[src/sv/mau_pkg.sv]
package mau_pkg;

    localparam int ResW = 30;
    localparam int ExpW = 63;
    // divider numerator: wide enough for a full product and for a raw operand_b
    localparam int NumW = (2 * ResW > ExpW) ? 2 * ResW : ExpW;
    localparam logic [ResW-1:0] ModulusReset = 30'd998244353;

    typedef enum logic [2:0] {
        CMD_ADD = 3'd0,
        CMD_SUB = 3'd1,
        CMD_MUL = 3'd2,
        CMD_POW = 3'd3,
        CMD_INV = 3'd4,
        CMD_DIV = 3'd5
    } cmd_t;

    typedef enum logic [3:0] {
        ST_IDLE,
        ST_RED_A,
        ST_RED_B,
        ST_DISPATCH,
        ST_MUL,
        ST_POW_STEP,
        ST_POW_MUL,
        ST_POW_SQR,
        ST_INV_DIV,
        ST_INV_UPD,
        ST_INV_FIX,
        ST_DIV_MUL,
        ST_DONE
    } state_t;

    typedef struct packed {
        logic start;
        logic [NumW-1:0] num;
    } red_req_t;

    typedef struct packed {
        logic busy;
        logic done;
        logic [NumW-1:0] quot;
        logic [ResW-1:0] rem;
    } red_rsp_t;

endpackage

[src/sv/mau_divider.sv]
// restoring divider, one quotient bit per cycle
module mau_divider
    import mau_pkg::*;
(
    input  logic             clk,
    input  logic             rst_n,
    input  red_req_t         req,
    input  logic [ResW-1:0]  den,
    output red_rsp_t         rsp
);

    localparam int CntW = $clog2(NumW + 1);

    logic [NumW-1:0] num_reg;
    logic [ResW:0]   rem_reg;
    logic [CntW-1:0] cnt_reg;
    logic            busy_reg;
    logic            done_reg;
    logic [ResW+1:0] trial;
    logic [ResW:0]   shifted;

    assign shifted = {rem_reg[ResW-1:0], num_reg[NumW-1]};
    assign trial   = {1'b0, shifted} - {2'b00, den};

    always_ff @(posedge clk or negedge rst_n)
    begin
        if (!rst_n)
        begin
            busy_reg <= 1'b0;
            done_reg <= 1'b0;
            cnt_reg  <= '0;
        end
        else
        begin
            done_reg <= 1'b0;
            if (req.start)
            begin
                busy_reg <= 1'b1;
                cnt_reg  <= CntW'(NumW);
            end
            else if (busy_reg)
            begin
                cnt_reg <= cnt_reg - 1'b1;
                if (cnt_reg == CntW'(1))
                begin
                    busy_reg <= 1'b0;
                    done_reg <= 1'b1;
                end
            end
        end
    end

    always_ff @(posedge clk)
    begin
        if (req.start)
        begin
            num_reg <= req.num;
            rem_reg <= '0;
        end
        else if (busy_reg)
        begin
            if (!trial[ResW+1])
            begin
                rem_reg <= trial[ResW:0];
                num_reg <= {num_reg[NumW-2:0], 1'b1};
            end
            else
            begin
                rem_reg <= shifted;
                num_reg <= {num_reg[NumW-2:0], 1'b0};
            end
        end
    end

    assign rsp.busy = busy_reg;
    assign rsp.done = done_reg;
    assign rsp.quot = num_reg;
    assign rsp.rem  = rem_reg[ResW-1:0];

`ifndef SYNTHESIS
    a_start_idle: assert property (@(posedge clk) disable iff (!rst_n)
        req.start |-> !busy_reg) else $error("divider restarted while busy");
    a_done_after: assert property (@(posedge clk) disable iff (!rst_n)
        done_reg |-> $past(busy_reg)) else $error("done without work");
    a_rem_range: assert property (@(posedge clk) disable iff (!rst_n)
        done_reg |-> rem_reg < {1'b0, den}) else $error("remainder out of range");
`endif

endmodule

[config.mk]
export PLATFORM = sky130hd
export DESIGN_NAME = mau_divider
export DESIGN_NICKNAME = d
export VERILOG_FILES = /design/src/sv/mau_pkg.sv /design/src/sv/mau_divider.sv
export SDC_FILE = /design/constraint.sdc
export NUM_CORES = 1
export LEC_CHECK = 0
export BUFFER_PORTS_ARGS = -buffer_cell sky130_fd_sc_hd__buf_2
export CORE_ASPECT_RATIO = 1.75
export CORE_MARGIN = 2
export CORE_UTILIZATION = 40
export CTS_BUF_LIST = sky130_fd_sc_hd__clkbuf_4
export DETAILED_ROUTE_END_ITERATION = 8
export GPL_TIMING_DRIVEN = 0
export PLACE_DENSITY = 0.68
export SLEW_MARGIN = 20
export SYNTH_ARGS = -nofsm -noshare
export SYNTH_HDL_FRONTEND = slang
export SYNTH_SLANG_ARGS = --single-unit
[constraint.sdc]
create_clock -name clk -period 4 [get_ports clk]
set_clock_uncertainty 0.15 [all_clocks]
set_input_delay 0.2 -clock clk [delete_from_list [all_inputs] [get_ports clk]]
set_output_delay 0.2 -clock clk [all_outputs]
set_load 0.02 [all_outputs]
Word-level counts from Yosys, hierarchy flattened
Cells that the tools add are included.

Bits in read-only memories: 0. Output and inout port bits: 95. Logic and storage cells: 21. Bits in latches: 0. RAM bits: 0. Memories: 0. Input bits: 96. Register bits after elaboration: 101.

Eq/ne operators: 1. $lt $le $gt $ge: 0. Divide/modulo/power cells: 0. $add $sub $neg: 2. Shift-type cells: 0. Multiplexer cells: 12. Reductions and logical operators: 1. Multipliers: 0. Bitwise logic cells: 0.

Operators with widths (number): $mux 63 (2); $sub 31x30->32 (1); $mux 30 (1); $mux 6 (2); $mux 1 (7); $eq 6x1->1 const B (1); $sub 6x1->6 const B (1); $reduce_bool 2->1 (1).

Longest topological paths before layout
Gate-level depths: netlist of run 1.

Word-level depth: 4. Depth in mapped cells: 14.

Least setup slack after synthesis of run 1
OpenSTA, ideal clock, no wires.

Path kind: register -> register. Start point: reg num_reg[62]. End point: reg rem_reg[28]. Required time: 3758 ps. Library setup time: 92 ps. Slack: 921 ps. Stages on the path, launching flop included: 13. Arrival time: 2836 ps. Cell sequence: edfxtp_1 -> inv_1 -> ha_1 -> fa_1 -> and2b_2 -> o2111ai_2 -> a211oi_2 -> nor4_4 -> o31ai_4 -> o41ai_2 -> o311ai_2 -> xnor2_1 -> o32ai_1.

Word-level cells in the longest chain between the ends: 2.

Ends and longest elaborated chain: from (decl) (line mau_divider.sv:14) `logic [NumW-1:0] num_reg;`; from (signal assigned) (line mau_divider.sv:57) `num_reg <= req.num;`; from (signal assigned) (line mau_divider.sv:65) `num_reg <= {num_reg[NumW-2:0], 1'b1};`; from (signal assigned) (line mau_divider.sv:70) `num_reg <= {num_reg[NumW-2:0], 1'b0};`; $sub 31x30->32 (line mau_divider.sv:23) `assign trial = {1'b0, shifted} - {2'b00, den};`; $mux 30 (line mau_divider.sv:62) `if (!trial[ResW+1])`; to (signal assigned) (line mau_divider.sv:64) `rem_reg <= trial[ResW:0];`; to (signal assigned) (line mau_divider.sv:69) `rem_reg <= shifted;`; to (decl) (line mau_divider.sv:15) `logic [ResW:0] rem_reg;`.

No other way between the ends. A chain may end at the register's enable or synchronous reset.

Worst setup path in the final report of run 1
Ends and elaborated chain as after synthesis.

==> results.toml, run 1 <==
[global_route]
grt-ovfl-total = 0
pin_count_of_the_biggest_net_entering_global_routing = 48
antenna_found_initial = 2
grt_pass1_vias = 5847
aggregate_global_route_resource_usage_pct = 22.64
grt_first_pass_wirelength_mm = 29.38

[placed_design]
post-place-ws_ns = 0.5888
port_buffers = 190
place.gp.congestion = 0.9533
place.detailed.hpwl_mm = 13.77
dpl-instance-area_um2 = 7284

[cells_and_area]
final_net_count = 981
drive_gt1_share_pct = 34.66
final_cell_area_um2 = 8084
fillerInstances = 1353
largest_reg_flops = 63
area_growth_pct = 33.08

[clocking]
cts-buffers-inserted = 9
clk_transition_reported_paths_ns = 0.20
clk_latency_ns = 0.47
cts.path.max_buffers = 2
cts.repair_timing.setup_buffer_count = 0
tritoncts = "done"
h-tree-depth = 3
cts_repair_resize_count = 0
clockRootBuffer = "clkbuf_4"
cts-hold-fix-buffers = 66
clkSinkCount = 101

[floorplan]
floorplan.initialDensity_pct = 40.94
fp.dieH_um = 167.0
top_level_ports = 191
placeableCoreArea_um2 = 14840
rows = 59
design.die.area_um2 = 16230
floorplan.die.width_um = 97.16

[logic_synthesis]
synth_area_per_cell_um2 = 10.40
synth_fp_nets = 713
yosysWarningCount = 0
ys_async_sr_fraction_pct = 7.921
synthFlopType = "edfxtp_1"
synthCells = 584
number_of_synthesized_flops_with_an_enable_pin = 63
synth.top_cells.by_area = "edfxtp_1 (31%), mux2_2 (11%), dfxtp_1 (9.9%)"
post-synth-top-area-cell = "edfxtp_1"
number_of_flip_flops_and_latches_in_the_synthesized_netlist = 101
post_synth_num_cell_types = 62
post_synth_instance_area_um2 = 6075
synth_largest_type_area_fraction_pct = 31.14
synth_seq_area_share_pct = 44.33

[drt]
drtIter0Drc = 183
totalWireLength_mm = 18.57
met2_length_mm = 9.748
wl_per_cell_um = 17.84
dr.pass1.iters = 6
route.detailed.drc = 0
detail_route.vias_per_cell = 5.305
final_antenna_net_count = 0
wl_met3_mm = 1.241
vias = 5522
topRoutingLayerUsed = "met4"
wl_met1_mm = 6.762

[critical_path]
critPathMaxFanout = 5
worstPathArrival_ns = 3.78
crit_startpoint = "num_reg[62]$_DFFE_PP_"
timing.critical_path.to = "rem_reg[28]$_SDFFE_PP0P_"
rr_worst_depth = 12
worst_setup_path_end_kind = "flop"
crit_slowest_cell = "edfxtp_1"
r2r-end = "rem_reg[28]$_SDFFE_PP0P_"
startpoint_type = "flop"
setup.worst_path.class = "reg -> reg"
crit-reg2reg-launch = "num_reg[62]$_DFFE_PP_"
timing.critical_path.required_ns = 4.22
rrSetupSlack_ns = 0.44
critical_path.max_stage_delay_ns = 0.45
crit_path_cell_trace = "inv_1 > ha_1 > fa_1 > and2b_2 > o2111ai_2 > a211oi_2 > nor4_4 > o31ai_4 > o41ai_2 > o311ai_2 > xnor2_1 > o32ai_1"

[job]
drv_cap = 0

[timing]
report.final.setup_viol = 0
worstMarginPinSlew_ns = 0.6592
final.setup.tns_ns = 0
slew_violations = 0
timing.final.hold_violations = 0
part_of_the_cycle_the_worst_path_needs_pct = 88.99
grt_setup_unrepaired = "false"
timing.fmax_mhz = 280.9
final_critical_path_setup_slack_ns = 0.4403
timing.slew.headroom_pct = 56.06
period_needed_ns = 3.560

[power]
vdd_ir_drop_max_mv = 0.2462
leakage_uw = 0.003722
pwr_per_cell_area_nw_per_um2 = 281.0

[status]
outcome = "finished clean"

[hold_path]
timing.hold.worst.class = "in -> reg"
-- layout by cell type, fill, tap and decap left out, types with 16 or more instances in the layout --
| cell | synthesis | layout |
|---|---|---|
| xnor2_1 | 18 | 18 |
| dlygate4sd3_1 | 0 | 66 |
| o21ai_0 | 27 | 27 |
| inv_1 | 41 | 40 |
| a21o_1 | 16 | 16 |
| buf_2 | 8 | 198 |
| clkbuf_1 | 23 | 23 |
| mux2_2 | 62 | 62 |
| edfxtp_1 | 63 | 63 |
| dfxtp_1 | 30 | 30 |
| nor2_1 | 47 | 47 |
| ha_1 | 32 | 32 |
| a21oi_1 | 32 | 32 |
| nand2_1 | 33 | 33 |
-- power by group --
part           total (uW)  internal [uW]  switching (uW)
Combinational         478            225             253
Sequential           1240           1190            49.9
Clock                 554            150             404
-- worst min-delay path by stage --
| stage | slack, ns | cells past startpoint | startpoint | end |
|---|---|---|---|---|
| global placement | -0.09 | 1 | rst_n | done_reg$_DFF_PN0_ |
| global route | 0.07 | 5 | den[0] | rem_reg[0]$_SDFFE_PP0P_ |
| finish | 0.05 | 5 | den[0] | rem_reg[0]$_SDFFE_PP0P_ |
| floorplan | -0.25 | 0 | rst_n | busy_reg$_DFF_PN0_ |
| CTS | 0.03 | 5 | den[0] | rem_reg[0]$_SDFFE_PP0P_ |
| detailed placement | -0.09 | 1 | rst_n | cnt_reg[4]$_DFFE_PN0P_ |
-- synthesized netlist by cell type (all sizes together) (3+ instances only) --
library cell / count
inv: 41
nand2b: 11
xnor2: 18
dfrtp: 8
nor2: 47
nand2: 33
o21a: 3
o211ai: 15
o21ai: 29
edfxtp: 63
buf: 13
nor4: 3
a31oi: 8
nand4: 8
dfxtp: 30
o21bai: 3
a21oi: 32
xor2: 9
and3: 3
a21o: 16
a211oi: 12
ha: 32
clkbuf: 24
mux2: 62
nor3: 9
nand3: 5
mux2i: 7
nor2b: 3
-- kinds of logic after synthesis --
family                   count (synthesis)  synth area share (%)
AO/OA/AOI/OAI                          140                 15.65
XOR/XNOR                                27                 3.893
adder cells (fa/ha/maj)                 33                 6.921
buffers and inverters                   78                 5.314
flip-flops                             101                 44.33
multiplexers                            69                 12.65
AND/OR/NAND/NOR                        136                 11.25
-- critical path: cells and delay by family (launching register included) --
kind,cells,cell delay [ns]
AO/OA/AOI/OAI,6,1.73
XOR/XNOR,1,0.11
adder cells (fa/ha/maj),2,0.57
buffers and inverters,1,0.06
flip-flops,1,0.45
AND/OR/NAND/NOR,2,0.37
-- layer usage --
metal | global-route usage [%] | up-vias
li1 | - | 2664
met1 | 23.42 | 2584
met2 | 41.55 | 227
met3 | 5.707 | 47
met4 | 11.76 | 0
met5 | 0 | -
-- final cells by class --
cell class                 instances  area, um2  area share, %
inverter                          41      156.4          1.935
tap                              183      229.0          2.832
multi-input combinational        405       3059          37.84
timing repair buffer             257       1639          20.28
antenna                            1      2.502        0.03095
clock buffer                       9      67.56         0.8358
sequential                       101       2693          33.31
clock inverter                     7      68.82         0.8513
buffer                            37      168.9          2.089
-- per-stage QoR --
step | util [%] | hold slack [ns] | instances | power (uW)
after floorplan | - | -0.2456 | 584 | 1510
after global placement | 48.89 | -0.09458 | 957 | 1675
after detailed placement | 49.09 | -0.09251 | 958 | 1681
after CTS | 54.46 | 0.02704 | 1040 | 2281
after global routing | 54.48 | 0.06902 | 1041 | 2371
final | 54.48 | 0.05121 | 1041 | 2271
No activity file was read; power rests on OpenSTA's default activity.
==> run 2, diff against run 1 <==
--- a/config.mk
+++ b/config.mk
@@ -12,7 +12,7 @@
 export CTS_BUF_LIST = sky130_fd_sc_hd__clkbuf_4
 export DETAILED_ROUTE_END_ITERATION = 8
 export GPL_TIMING_DRIVEN = 0
-export PLACE_DENSITY = 0.68
+export PLACE_DENSITY = 0.65
 export SLEW_MARGIN = 20
 export SYNTH_ARGS = -nofsm -noshare
 export SYNTH_HDL_FRONTEND = slang
==> results.toml, run 2 (same netlist as run 1, synthesis figures left out) <==
[timing]
timing.fmax_mhz = 287.3
grt_setup_unrepaired = "false"
timing.final.hold_violations = 0
report.final.setup_viol = 0
period_needed_ns = 3.481
slew_violations = 0
part_of_the_cycle_the_worst_path_needs_pct = 87.03
worstMarginPinSlew_ns = 0.7766
final.setup.tns_ns = 0
timing.slew.headroom_pct = 48.23

[drt]
route.detailed.drc = 0
dr.pass1.iters = 5
detail_route.vias_per_cell = 5.389
wl_per_cell_um = 17.99
drtIter0Drc = 191
totalWireLength_mm = 18.71
final_antenna_net_count = 0
vias = 5605

[floorplan]
floorplan.die.width_um = 97.16
top_level_ports = 191
rows = 59
fp.dieH_um = 167.0
placeableCoreArea_um2 = 14840
floorplan.initialDensity_pct = 40.94
design.die.area_um2 = 16230

[job]
drv_cap = 0

[placed_design]
place.gp.congestion = 0.8753
dpl-instance-area_um2 = 7257
dp.cells = 957
port_buffers = 190
place.detailed.hpwl_mm = 13.46

[cells_and_area]
final_cell_area_um2 = 8055
area_growth_pct = 32.61
finalCoreUtilization_pct = 54.29
most-common-layout-cells = "buf_2 (198), dlygate4sd3_1 (66), edfxtp_1 (63)"
post_layout_nonfiller_instances = 1040
layout.cells.most_common = "buf_2"
largest_reg_flops = 63
final_net_count = 980
fillerInstances = 1292
drive_gt1_share_pct = 34.58

[critical_path]
worst_setup_path_end_kind = "flop"
crit_slowest_cell = "nor4_4"
critical_path.max_stage_delay_ns = 0.48
rr_worst_depth = 12
critPathMaxFanout = 5
r2r-end = "rem_reg[28]$_SDFFE_PP0P_"
timing.critical_path.required_ns = 4.22
setup.worst_path.class = "reg -> reg"
startpoint_type = "flop"
timing.critical_path.max_delay_family = "compound AO/OA/AOI/OAI gates"
cp_num_buf_inv = 1
worstPathArrival_ns = 3.70
crit-reg2reg-launch = "num_reg[62]$_DFFE_PP_"
rrSetupSlack_ns = 0.52
crit_path_cell_trace = "inv_1 > ha_1 > fa_1 > and2b_2 > o2111ai_2 > a211oi_2 > nor4_4 > o31ai_4 > o41ai_2 > o311ai_2 > xnor2_1 > o32ai_1"

[global_route]
antenna_found_initial = 1
aggregate_global_route_resource_usage_pct = 22.64
grt_pass1_vias = 5896
pin_count_of_the_biggest_net_entering_global_routing = 64
grt_first_pass_wirelength_mm = 29.50
grt-ovfl-total = 0

[power]
leakage_uw = 0.003708
vdd_ir_drop_max_mv = 0.2098
pwr_per_cell_area_nw_per_um2 = 281.0

[hold_path]
timing.hold.worst_path_depth = 5
worst_hold_path.endpoint = "rem_reg[0]$_SDFFE_PP0P_"
min_delay_src = "den[0]"
timing.hold.worst.class = "in -> reg"

[clocking]
clockRootBuffer = "clkbuf_4"
clk_latency_ns = 0.46
h-tree-depth = 3
clk_transition_reported_paths_ns = 0.17
cts-buffers-inserted = 9
tritoncts = "done"
clkSinkCount = 101
cts.path.max_buffers = 2

[status]
outcome = "finished clean"
==> run 2: cell count changes in the layout (fill, tap and decap cells not counted), sizes merged <==
cell / previous run / this run
clkbuf: 33 / 34
clkinv: 1 / 0
buf: 204 / 203
==> run 2: tightest hold or removal path, delay by kind of cell <==
kind | cells | cell delay (ns)
AOI/OAI and AO/OA | 2 | 0.20
buffers and inverters | 1 | 0.09
adders and majority gates | 1 | 0.12
and+or+nand+nor | 1 | 0.04
==> run 2: worst max-delay path by stage <==
stage,cells past startpoint,from,endpoint
floorplan,12,num_reg[62]$_DFFE_PP_,rem_reg[28]$_SDFFE_PP0P_
global placement,5,req[63],num_reg[12]$_DFFE_PP_
detailed placement,12,num_reg[62]$_DFFE_PP_,rem_reg[28]$_SDFFE_PP0P_
CTS,12,num_reg[62]$_DFFE_PP_,rem_reg[28]$_SDFFE_PP0P_
global route,12,num_reg[62]$_DFFE_PP_,rem_reg[28]$_SDFFE_PP0P_
finish,12,num_reg[62]$_DFFE_PP_,rem_reg[28]$_SDFFE_PP0P_
==> run 2: where the power goes <==
part           switching [uW]  internal [uW]
sequential               47.6           1190
clock                     390            156
combinational             254            226
total                     692           1570
==> run 2: cell type report <==
| class | instances | area (um2) | area share (%) |
|---|---|---|---|
| Clock buffer | 10 | 75.07 | 0.9320 |
| Buffer | 37 | 168.9 | 2.097 |
| Multi-Input combinational cell | 405 | 3059 | 37.98 |
| Antenna cell | 1 | 2.502 | 0.03107 |
| Clock inverter | 6 | 60.06 | 0.7456 |
| Inverter | 41 | 156.4 | 1.942 |
| Tap cell | 183 | 229.0 | 2.843 |
| Sequential cell | 101 | 2693 | 33.43 |
| Timing Repair Buffer | 256 | 1612 | 20.01 |
==> run 2: metrics by stage <==
step	total power (uW)	setup WS [ns]	hold WS, ns
after global routing	2371	0.3388	0.1012
after detailed placement	1679	0.6237	-0.09428
after global placement	1670	0.2362	-0.1015
final	2263	0.5189	0.08406
after floorplan	1510	0.9214	-0.2456
after CTS	2276	0.5558	0.03858
==> run 2: repair_timing <==
| action | CTS | global route |
|---|---|---|
| hold buffers | 66 | 0 |
| resized for setup | 0 | 0 |
| endpoints found under the setup margin | 0 | 0 |
| buffers inserted | 0 | 0 |
| hold endpoints to repair | 72 | 0 |
==> run 2: routing by layer <==
layer  GRT usage [%]  vias to the layer above  part of all wire [%]
li1                -                     2666                     -
met3           4.616                       38                   6.5
met1           24.03                     2666                    37
met4           9.675                        0                   3.4
met5               0                        -                     0
met2           42.66                      235                    53
==> run 3, diff against run 2 <==
--- a/config.mk
+++ b/config.mk
@@ -5,6 +5,7 @@
 export SDC_FILE = /design/constraint.sdc
 export NUM_CORES = 1
 export LEC_CHECK = 0
+export ABC_AREA = 1
 export BUFFER_PORTS_ARGS = -buffer_cell sky130_fd_sc_hd__buf_2
 export CORE_ASPECT_RATIO = 1.75
 export CORE_MARGIN = 2
@@ -12,7 +13,6 @@
 export CTS_BUF_LIST = sky130_fd_sc_hd__clkbuf_4
 export DETAILED_ROUTE_END_ITERATION = 8
 export GPL_TIMING_DRIVEN = 0
-export PLACE_DENSITY = 0.65
 export SLEW_MARGIN = 20
 export SYNTH_ARGS = -nofsm -noshare
 export SYNTH_HDL_FRONTEND = slang
==> results.toml, run 3 <==
[floorplan]
design.die.area_um2 = 18520
top_level_ports = 191
rows = 63
placeableCoreArea_um2 = 17030
fp.dieH_um = 178.5
floorplan.die.width_um = 103.7
floorplan.initialDensity_pct = 40.89

[power]
vdd_ir_drop_max_mv = 0.3680
pwr_per_cell_area_nw_per_um2 = 551.9
leakage_uw = 0.005103

[job]
drv_cap = 0

[global_route]
grt_pass1_vias = 6994
antenna_found_initial = 1
pin_count_of_the_biggest_net_entering_global_routing = 38
grt-ovfl-total = 0
grt_first_pass_wirelength_mm = 34.82
aggregate_global_route_resource_usage_pct = 23.95

[logic_synthesis]
synth_mux_area_share_pct = 0
number_of_synthesized_flops_with_an_enable_pin = 63
number_of_flip_flops_and_latches_in_the_synthesized_netlist = 101
post_synth_instance_area_um2 = 6962
synth-compound-area-share_pct = 3.433
yosys.area_share.adder_pct = 6.039
top_cell_types_by_occurrence_after_synthesis = "nand2_1 (473), inv_1 (166), nand3_1 (83)"
ys_async_sr_fraction_pct = 7.921
synth_area_per_cell_um2 = 6.681
synth_top_family_by_area = "simple AND/OR/NAND/NOR gates"
yosysMostFrequentCell = "nand2_1"
synth_simple_gate_area_share_pct = 38.34
yosysWarningCount = 0
synth.top_cells.by_area = "edfxtp_1 (27%), nand2_1 (26%), inv_1 (9.0%)"
post-synth-top-area-cell = "edfxtp_1"
synthCells = 1042
synth_largest_type_area_fraction_pct = 27.17
synth_fp_nets = 1171
synthFlopType = "edfxtp_1"
post_synth_num_cell_types = 37
yosys.area_share.xor_xnor_pct = 1.384
synth_seq_area_share_pct = 38.68

[cells_and_area]
post_layout_nonfiller_instances = 1542
finalCoreUtilization_pct = 53.15
drive_gt1_share_pct = 18.65
area_growth_pct = 29.98
fillerInstances = 1746
final_cell_area_um2 = 9049
layout.cells.most_common = "nand2_1"
largest_reg_flops = 63
most-common-layout-cells = "nand2_1 (473), buf_2 (195), inv_1 (166)"
final_net_count = 1438

[critical_path]
crit_slowest_cell = "nor2_1"
crit_startpoint = "busy_reg$_DFF_PN0_"
setup.worst_path.class = "reg -> reg"
worst_setup_path_end_kind = "flop"
critPathMaxFanout = 37
crit_path_cell_trace = "nor2_1 > inv_1 > clkbuf_4 > buf_12"
worstPathArrival_ns = 2.72
crit-reg2reg-launch = "busy_reg$_DFF_PN0_"
critical_path.max_stage_delay_ns = 0.68
startpoint_type = "flop"
timing.critical_path.required_ns = 4.07

[status]
outcome = "finished with violations"
violations = "DRC"

[drt]
final_antenna_net_count = 0
detail_route.vias_per_cell = 4.671
route.detailed.drc = 2
totalWireLength_mm = 22.31
vias = 7203
drtIter0Drc = 415
wl_per_cell_um = 14.47
dr.pass1.iters = 6

[clocking]
cts.path.max_buffers = 2
clkSinkCount = 101
clockRootBuffer = "clkbuf_4"
tritoncts = "done"
h-tree-depth = 3
cts.repair_timing.setup_buffer_count = 0
cts-buffers-inserted = 9
cts_repair_resize_count = 0
clk_transition_reported_paths_ns = 0.19
clk_latency_ns = 0.46

[timing]
final.setup.tns_ns = 0
period_needed_ns = 2.652
timing.fmax_mhz = 377.1
report.final.setup_viol = 0
slew_violations = 0
grt_setup_unrepaired = "false"
timing.slew.headroom_pct = 42.74
timing.final.hold_violations = 0
part_of_the_cycle_the_worst_path_needs_pct = 66.30
worstMarginPinSlew_ns = 0.8557

[placed_design]
dpl-instance-area_um2 = 8215
place.detailed.hpwl_mm = 17.34
port_buffers = 189
dp.cells = 1459
place.gp.congestion = 0.9782

[hold_path]
timing.hold.worst.class = "in -> reg"
min_delay_src = "den[1]"
[run 3: cell types whose count changed in the layout (fill, tap and decap cells not counted), moves of 15 or more]
cell      delta
o21ai_0     -24
mux2_2      -62
nand3_1     +78
inv_1      +126
o211ai_1    -15
nand2_1    +440
a21o_1      -15
nand3b_1    +15
[run 3: worst paths after layout]
check	end	slack, ns	cells past startpoint
max reg2reg	num_reg[22]$_DFFE_PP_	1.35	4
min in group asynchronous	busy_reg$_DFF_PN0_	0.57	3
min	rem_reg[1]$_SDFFE_PP0P_	0.04	5
max	num_reg[22]$_DFFE_PP_	1.35	4
min reg2reg	rem_reg[27]$_SDFFE_PP0P_	0.35	2
max in group asynchronous	cnt_reg[3]$_DFFE_PN0P_	2.85	3
[run 3: per-stage QoR]
stage	hold WS [ns]	worst slack (ns)	total power [uW]
floorplan	-0.2456	0.7567	3515
global placement	-0.09604	-0.6868	4342
detailed placement	-0.09908	1.300	4353
CTS	0.01834	1.265	5041
global route	0.05253	1.184	5418
finish	0.04366	1.348	4994
[run 3: power by group]
group	switching (uW)	leakage, uW	internal, uW
Combinational	1860	0.00399	1050
Clock	405	0.0000897	212
Sequential	156	0.00102	1320
Total	2420	0.00510	2570
[run 3: logic make-up after synthesis]
kind of cell | Yosys count
buffers and inverters | 212
XOR/XNOR | 11
flip-flops | 101
AO/OA/AOI/OAI | 43
adder cells (fa/ha/maj) | 33
AND/OR/NAND/NOR | 642
[run 3: routing by layer]
layer / GRT usage (%) / wire (um) / up-vias / part of all wire, %
met4: 12.89 / 1059 / 0 / 4.7
li1: - / - / 3729 / -
met1: 23.81 / 8141 / 3174 / 36
met2: 47.21 / 12110 / 235 / 54
met5: 0 / 0 / - / 0
met3: 3.727 / 994 / 65 / 4.5
[run 3: what timing repair did]
action,CTS,global route
setup endpoints to repair,0,0
hold buffers,66,0
endpoints found under the hold margin,72,0
[run 3: worst max-delay path: cells and delay by family, from the launching register on]
| kind | cells | cell delay [ns] |
|---|---|---|
| AND/OR/NAND/NOR | 1 | 0.68 |
| flip-flops | 1 | 0.46 |
| buffers and inverters | 3 | 1.10 |
[run 3: final cells by class]
type                    count  area (um2)  area share, %
plain buffers              32       172.7          1.908
inverters                 180       675.6          7.467
clock inverters             7       102.6          1.134
clock buffers               9       67.56         0.7467
well taps                 227       284.0          3.139
multi-input cells         729        3425          37.85
flip-flops and latches    101        2693          29.76
diodes                      1       2.502        0.02765
repair buffers            256        1627          17.98
